--- config.mk ---
export PLATFORM = sky130hd
export DESIGN_NAME = vcs_lane
export DESIGN_NICKNAME = d
export VERILOG_FILES = /design/src/vcs_pkg.sv /design/src/vcs_lane.sv
export SDC_FILE = /design/constraint.sdc
export NUM_CORES = 2
export LEC_CHECK = 0
export ABC_CLOCK_PERIOD_IN_PS = 53700
export BUFFER_PORTS_ARGS = -buffer_cell sky130_fd_sc_hd__buf_2
export CAP_MARGIN = 20
export CORE_MARGIN = 2
export CORE_UTILIZATION = 47
export DETAILED_ROUTE_END_ITERATION = 12
export GPL_ROUTABILITY_DRIVEN = 0
export REMOVE_ABC_BUFFERS = 1
export SLEW_MARGIN = 20
export SYNTH_ARGS = -nofsm -noshare
export SYNTH_HDL_FRONTEND = slang
export SYNTH_SLANG_ARGS = --single-unit
--- constraint.sdc ---
create_clock -name i_clk -period 53.7 [get_ports i_clk]
set_input_delay 8.055 -clock i_clk [delete_from_list [all_inputs] [get_ports i_clk]]
set_output_delay 8.055 -clock i_clk [all_outputs]
set_load 0.05 [all_outputs]
--- src/vcs_pkg.sv ---
// vcs_pkg: shared types and constants for the six-axis velocity command smoother
// holds beat structs, op and register index codes, fixed-point widths and reset values
// no dependencies
`default_nettype none

package vcs_pkg;

    // axis layout and fixed-point format
    localparam int AXES          = 6;
    localparam int LINEAR_AXES   = 3;
    localparam int VALUE_WIDTH   = 24;
    localparam int AGE_WIDTH_DEF = 16;

    // configuration register widths
    localparam int TMO_W    = 16;
    localparam int LIM_W    = VALUE_WIDTH - 1;
    localparam int ALPHA_W  = 17;
    localparam int CFG_W    = LIM_W;
    localparam int CFG_IDX_W = 3;

    // filter coefficient format, Q1.16
    localparam int ALPHA_FRAC = 16;

    // bounds applied on use
    localparam logic [TMO_W-1:0]   TIMEOUT_MIN = TMO_W'(20);
    localparam logic [ALPHA_W-1:0] ALPHA_MIN   = ALPHA_W'(655);
    localparam logic [ALPHA_W-1:0] ALPHA_ONE   = ALPHA_W'(65536);

    // register reset values
    localparam logic [TMO_W-1:0]   RST_TIMEOUT    = TMO_W'(200);
    localparam logic [LIM_W-1:0]   RST_LIN_VEL    = LIM_W'(31457);
    localparam logic [LIM_W-1:0]   RST_ANG_VEL    = LIM_W'(157286);
    localparam logic [LIM_W-1:0]   RST_LIN_STEP   = LIM_W'(63);
    localparam logic [LIM_W-1:0]   RST_ANG_STEP   = LIM_W'(262);
    localparam logic [ALPHA_W-1:0] RST_ALPHA      = ALPHA_W'(3277);

    typedef logic signed [VALUE_WIDTH-1:0] t_value;

    // input beat op codes
    typedef enum logic [1:0] {
        OP_CMD   = 2'd0,
        OP_TICK  = 2'd1,
        OP_ACT   = 2'd2,
        OP_DEACT = 2'd3
    } t_op;

    // configuration register indexes
    typedef enum logic [CFG_IDX_W-1:0] {
        CFG_TIMEOUT  = 3'd0,
        CFG_LIN_VEL  = 3'd1,
        CFG_ANG_VEL  = 3'd2,
        CFG_LIN_STEP = 3'd3,
        CFG_ANG_STEP = 3'd4,
        CFG_ALPHA    = 3'd5
    } t_cfg_idx;

    // input beat
    typedef struct packed {
        logic [1:0] op;
        t_value     lin_x;
        t_value     lin_y;
        t_value     lin_z;
        t_value     ang_x;
        t_value     ang_y;
        t_value     ang_z;
    } t_in_beat;

    // output beat
    typedef struct packed {
        t_value out_lin_x;
        t_value out_lin_y;
        t_value out_lin_z;
        t_value out_ang_x;
        t_value out_ang_y;
        t_value out_ang_z;
        logic   command_fresh;
    } t_out_beat;

    // per-beat control from the top level to every lane
    typedef struct packed {
        logic cmd_we;
        logic tick;
        logic clear;
        logic fresh;
    } t_lane_ctl;

endpackage

`default_nettype wire

--- src/vcs_lane.sv ---
// vcs_lane: one axis of the smoother, held command plus low-pass and slew limit step
// depends on vcs_pkg
`default_nettype none

module vcs_lane import vcs_pkg::*; (
    input  wire logic               i_clk,
    input  wire logic               i_rst_n,
    input  wire t_lane_ctl          i_ctl,
    input  wire t_value             i_cmd,
    input  wire logic [LIM_W-1:0]   i_vel_lim,
    input  wire logic [LIM_W-1:0]   i_step_lim,
    input  wire logic [ALPHA_W-1:0] i_alpha,
    output t_value                  o_next
);

    localparam int CW = VALUE_WIDTH + 1;
    localparam int PW = CW + ALPHA_W + 1;
    localparam int DW = PW - ALPHA_FRAC;
    localparam logic signed [DW-1:0] SAT_HI =
        {{(DW-VALUE_WIDTH+1){1'b0}}, {(VALUE_WIDTH-1){1'b1}}};
    localparam logic signed [DW-1:0] SAT_LO =
        {{(DW-VALUE_WIDTH+1){1'b1}}, {(VALUE_WIDTH-1){1'b0}}};

    t_value r_held, n_held;
    t_value r_smooth;

    logic signed [CW-1:0]      cmd_x, lim_pos, lim_neg, held_sat;
    logic signed [CW-1:0]      target_x, smooth_x, diff;
    logic signed [ALPHA_W:0]   alpha_s;
    logic signed [PW-1:0]      prod;
    logic signed [DW-1:0]      delta, step_pos, step_neg, delta_cl, base_x, sum;

    // command saturation to the axis velocity limit
    always_comb begin
        cmd_x   = {i_cmd[VALUE_WIDTH-1], i_cmd};
        lim_pos = {2'b00, i_vel_lim};
        lim_neg = -lim_pos;
        if (cmd_x > lim_pos) begin
            held_sat = lim_pos;
        end else if (cmd_x < lim_neg) begin
            held_sat = lim_neg;
        end else begin
            held_sat = cmd_x;
        end
        n_held = held_sat[VALUE_WIDTH-1:0];
    end

    // low-pass step: floor(alpha * error / 2^16), then slew clamp and saturating add
    always_comb begin
        target_x = i_ctl.fresh ? {r_held[VALUE_WIDTH-1], r_held} : '0;
        smooth_x = {r_smooth[VALUE_WIDTH-1], r_smooth};
        diff     = target_x - smooth_x;
        alpha_s  = {1'b0, i_alpha};
        prod     = diff * alpha_s;
        delta    = prod[PW-1:ALPHA_FRAC];
        step_pos = {{(DW-LIM_W){1'b0}}, i_step_lim};
        step_neg = -step_pos;
        if (delta > step_pos) begin
            delta_cl = step_pos;
        end else if (delta < step_neg) begin
            delta_cl = step_neg;
        end else begin
            delta_cl = delta;
        end
        base_x = {{(DW-VALUE_WIDTH){r_smooth[VALUE_WIDTH-1]}}, r_smooth};
        sum    = base_x + delta_cl;
        if (sum > SAT_HI) begin
            o_next = SAT_HI[VALUE_WIDTH-1:0];
        end else if (sum < SAT_LO) begin
            o_next = SAT_LO[VALUE_WIDTH-1:0];
        end else begin
            o_next = sum[VALUE_WIDTH-1:0];
        end
    end

    // axis state
    always_ff @(posedge i_clk) begin
        if (!i_rst_n) begin
            r_held   <= '0;
            r_smooth <= '0;
        end else if (i_ctl.clear) begin
            r_held   <= '0;
            r_smooth <= '0;
        end else begin
            if (i_ctl.cmd_we) begin
                r_held <= n_held;
            end
            if (i_ctl.tick) begin
                r_smooth <= o_next;
            end
        end
    end

endmodule

`default_nettype wire

# Yosys cells after proc, flatten, opt, wreduce, memory -nomap -nowiden
# Index checks and enable logic that the tools add are counted.
totals:
  output_inout_bits: 24
  wordCells: 22
  reg_bits: 48
classes:
  reduce_logical: 1
  mul: 1
  muxes: 7
  n_addsub: 4
  n_bitwise: 1
  order_cmp: 6
op_table:
  columns: ["operator", "count"]
  rows:
  - ["2-to-1 mux 24 bit", 4]
  - ["2-to-1 mux 27 bit", 2]
  - ["multiplier 25 x 18 -> 43 bit", 1]
  - ["adder 24 x 27 -> 27 bit", 1]
  - ["greater-than comparator 27 x 24 -> 1 bit", 1]
  - ["greater-than comparator 27 x 24 -> 1 bit (second input constant)", 1]
  - ["less-than comparator 27 x 24 -> 1 bit (second input constant)", 1]
  - ["less-than comparator 27 bit", 1]
  - ["negation 23 -> 27 bit", 1]
  - ["less-than comparator 24 x 25 -> 1 bit", 1]
  - ["2-to-1 mux 25 bit", 1]
  - ["negation 23 -> 25 bit", 1]
  - ["subtractor 25 x 24 -> 25 bit", 1]
  - ["greater-than comparator 24 bit", 1]
  - ["OR reduction 2 bit", 1]
  - ["inverter 1 bit", 1]

# Logic depth before layout (Yosys ltp)
logic_depth:
  depth_word: 10
  ltp_mapped: 71

# Least setup slack after synthesis
# No wires, ideal clock.
synth_path:
  kind: "input to output"
  start: "input port i_ctl[0] (netlist name)"
  end: "output port o_next[12]"
  t_arrival_ns: 22.460
  required_ns: 45.645
  path_slack_ns: 23.185
  cell_stages: 68
  n_path_buf: 6
  path_cell_list: "clkbuf_1 -> nand2_1 -> inv_1 -> ha_1 -> nor2b_1 -> o21ai_0 -> a21boi_0 -> o21ai_0 -> a21boi_0 -> o21ai_0 -> a21oi_1 -> o31a_1 -> o2111ai_1 -> a31oi_1 -> o211a_1 -> clkbuf_1 -> nor3_1 -> nor3_1 -> (+32 left out) -> buf_2 -> mux2i_1 -> o21ai_0 -> fa_1 -> a211oi_1 -> o21ai_0 -> a21oi_1 -> o311a_1 -> a2111oi_0 -> o211ai_1 -> and2_1 -> a211oi_1 -> nor2_1 -> a31oi_1 -> nand2_2 -> buf_6 -> o21ai_2 -> nand2_1"
synth_via:
  elab_chain_cells: 10
  word_cells_on_any_way: 12
  classes_between: "add/sub (2); mul (1); order compare (4); mux (5)"
synth_lines:
  columns: ["element", "line_no", "text"]
  rows:
  - ["start, declared", "vcs_lane.sv:8", "input wire t_lane_ctl i_ctl,"]
  - ["2-to-1 mux 25 bit (*)", "vcs_lane.sv:50", "target_x = i_ctl.fresh ? {r_held[VALUE_WIDTH-1], r_held} : '0;"]
  - ["subtractor 25 x 24 -> 25 bit (*)", "vcs_lane.sv:52", "diff = target_x - smooth_x;"]
  - ["multiplier 25 x 18 -> 43 bit (*)", "vcs_lane.sv:54", "prod = diff * alpha_s;"]
  - ["less-than comparator 27 bit", "vcs_lane.sv:60", "end else if (delta < step_neg) begin"]
  - ["2-to-1 mux 27 bit", "vcs_lane.sv:60", null]
  - ["2-to-1 mux 27 bit (*)", "vcs_lane.sv:58", "if (delta > step_pos) begin"]
  - ["adder 24 x 27 -> 27 bit (*)", "vcs_lane.sv:66", "sum = base_x + delta_cl;"]
  - ["less-than comparator 27 x 24 -> 1 bit", "vcs_lane.sv:69", "end else if (sum < SAT_LO) begin"]
  - ["2-to-1 mux 24 bit", "vcs_lane.sv:69", null]
  - ["2-to-1 mux 24 bit (*)", "vcs_lane.sv:67", "if (sum > SAT_HI) begin"]
  - ["end, declared", "vcs_lane.sv:13", "output t_value o_next"]
# Every way passes the cells marked *; elsewhere a longest branch is shown, timed or not.

# Worst setup path in the final report
layout_path:
  start: "input port i_ctl[0] (netlist name)"
  end: "output port o_next[6]"
# Same word-level chain as after synthesis.

==> metrics.md <==
| Metric | Value |
|---|---|
| Tmin final | `34010 ps` |
| Yosys warnings | `0` |
| Post_cts resized | `0` |
| HP Class | `reg -> reg` |
| Async SR Flop Fraction | `0%` |
| CTS root buf | `clkbuf_16` |
| Max frequency | `between 20 and 30 MHz` |
| All-Layer GR Usage | `between 20% and 30%` |
| Layout cell share with drive strength beyond 1 | `8.283%` |
| Cells after synthesis | `3111` |
| Initial Utilization | `a little under half` |
| # DRC | `0` |
| Routed wire length | `76030 µm` |
| Slew HR | `22.60%` |
| CP delay by family, top | `compound AO/OA/AOI/OAI gates` |
| Total CTS buffers | `5` |
| Clk slew on worst S/H paths | `roughly 60 ps` |
| Initial antenna violation count | `0` |
| Post-synth EDFFs | `0` |
| Clk sinks | `48` |
| Reg2Reg Depth | `60` |
| Final nets | `3879` |
| Count of pins over their slew limit | `0` |
| Max incr delay on CP | `approximately 720 ps` |
| Core footprint | `52760 µm²` |
| Synth Area in Compound Gates | `15.51%` |
| CP required | `45650 ps` |
| Mux cell area share after synthesis | `1.647%` |
| Commonest non-fill, non-tap cells in the layout | `inv_1, fa_1, nand2_1` |
| Synth Flop Type | `dfxtp_1` |
| Worst EP arrival | `25960 ps` |
| Global-route wire length before repair | `123500 µm` |
| Synth Area in Simple Gates | `18.40%` |
| Main combinational cell family by area after synthesis | `adder cells` |
| Synth Register Bits | `48` |
| CP bufs+invs | `8` |
| Die Y | `235.3 µm` |
| Status | `complete, no violations` |
| Mapped cell area | `25150 µm²` |
| Setup Buffers After CTS | `0` |
| # rows | `84` |
| Ports | `117` |
| CTS tree | `built` |
| CP max stage cell | `a2111oi_0` |
| P&R area growth vs syn | `5.205%` |
| Max-cap viol count | `0` |
| Number of global-route vias before repair | `22330` |
| Register Area | `960.9 µm²` |
| Most common cell after layout, fill and taps aside | `inv_1` |
| First-iteration detailed-routing DRC count | `1749` |
| Largest net degree at the start of global routing | `53` |
| Worst path most repeated cell | `fa_1` |
| Core Util, Final | `50.14%` |
| Worst-Margin Slew | `1159 ps` |
| Critical path launch point type | `input port` |
| Area of the die | `55370 µm²` |
| Diodes inserted | `0` |
| Clock latency on the worst-skew pair | `290 ps` |
| Hold-fix buffers, CTS | `0` |
| Via Count | `21840` |
| H-tree depth | `2` |
| Multi-input combinational cell area | `21350 µm²` |
| Seq/Total Area, Yosys | `3.821%` |
| Final number of setup-violating endpoints | `0` |
| Detailed Place HPWL | `63240 µm` |
| Critical Setup Path Class | `in -> out` |
| Crit. path cell count | `63` |
| Port bufs | `116` |
| Total gr overflow | `0` |
| Vias per inst | `5.723` |
| Clock Path Buffers | `2` |
| Die X | `235.3 µm` |
| Setup TNS | `0 ps` |
| # fillers | `5184` |
| Post-Synth XOR/XNOR Area | `3.936%` |
| Synth Area per Inst | `8.083 µm²` |
| Adder-cell area share of the yosys netlist | `45.16%` |
| TritonRoute pass-1 iters | `8` |
| Tcrit/Tclk final | `a little under two thirds` |
| Critical Path End Type | `output port` |
| DR WL/cell | `19.93 µm` |
| Hold Vio Cnt, Final | `0` |
| RSZ-0062 raised after global routing | `false` |
| WHS Path Cells | `2` |
| Count of distinct cell types in the synthesized netlist | `88` |
| Antenna viol nets, final | `0` |
| Clock Skew | `7.004 ps` |
| Worst Path Max Fanout | `52` |
[kinds of logic after synthesis]
| logic type | Yosys count |
|---|---|
| AO/OA/AOI/OAI | 562 |
| XOR/XNOR | 113 |
| adder cells (fa/ha/maj) | 663 |
| buffers and inverters | 756 |
| flip-flops | 48 |
| multiplexers | 38 |
| AND/OR/NAND/NOR | 931 |
[Yosys cell counts, types with 17 or more instances]
| master | n | area [µm²] |
|---|---|---|
| mux2_2 | 24 | 270.3 |
| o21a_1 | 41 | 307.8 |
| a211oi_1 | 26 | 195.2 |
| nand2_1 | 305 | 1145 |
| and3_1 | 24 | 150.1 |
| a21o_1 | 46 | 345.3 |
| nand3_1 | 85 | 425.4 |
| fa_1 | 409 | 8188 |
| dfxtp_1 | 48 | 960.9 |
| xor2_1 | 23 | 201.4 |
| ha_1 | 250 | 3128 |
| nand2b_1 | 20 | 125.1 |
| xnor2_1 | 90 | 788.3 |
| a22oi_1 | 18 | 135.1 |
| a21oi_1 | 94 | 470.5 |
| and2_1 | 168 | 1051 |
| inv_1 | 608 | 2282 |
| or3_1 | 17 | 106.4 |
| nor2b_1 | 37 | 231.5 |
| clkbuf_1 | 122 | 457.9 |
| nor2_1 | 117 | 439.2 |
| o21ai_0 | 112 | 560.5 |
| a31oi_1 | 28 | 175.2 |
| a21oi_2 | 20 | 175.2 |
| o211ai_1 | 29 | 217.7 |
| nor3_1 | 84 | 420.4 |
| nand4_1 | 29 | 181.4 |
[metrics by stage]
step                      worst slack [ps]  std cells  hold slack [ps]  area (µm²)
final                                19690       3815            470.3       26450
after global routing                 18170       3815            521.7       26450
after CTS                            19770       3815            471.6       26440
after detailed placement             19830       3808            456.7       26310
after global placement               20400       3808            436.4       26300
after floorplan                      21610       2970            416.7       24560
[routing by layer]
layer / global-route usage (%) / part of all wire (%) / vias up
met1: 40.16 / 45 / 10820
met5: 0 / 0 / -
met4: 5.559 / 2.1 / 0
met2: 45.28 / 46 / 803
li1: - / - / 10120
met3: 3.131 / 6.9 / 93
[registers in the layout (all words and copies together) (netlist names)]
| signal | count |
|---|---|
| r_held | 24 |
| r_smooth | 24 |
[worst paths after layout]
path,start,end,slack [ps]
setup reg to reg,r_held[0]$_SDFFE_PP0P_,r_smooth[0]$_SDFFE_PP0P_,35820
hold / removal,r_held[23]$_SDFFE_PP0P_,r_held[23]$_SDFFE_PP0P_,470
hold reg to reg,r_held[23]$_SDFFE_PP0P_,r_held[23]$_SDFFE_PP0P_,470
setup / recovery,i_ctl[0],o_next[6],19690
[cell type report]
type	instances	area share [%]
sequential	48	3.632
inverter	615	8.726
tap	688	3.254
timing repair buffer	150	3.159
clock inverter	2	0.04730
clock buffer	5	0.4730
multi-input combinational	2307	80.71
[worst min-delay path, cell delays in order (launching register included)]
cell and delay [ps]:
dfxtp_1 330, nand2_1 50, o21ai_0 60
Power is left out: the tool's default activity adds up to more than one toggle a clock period on the data nets, which glitch-free logic cannot reach.
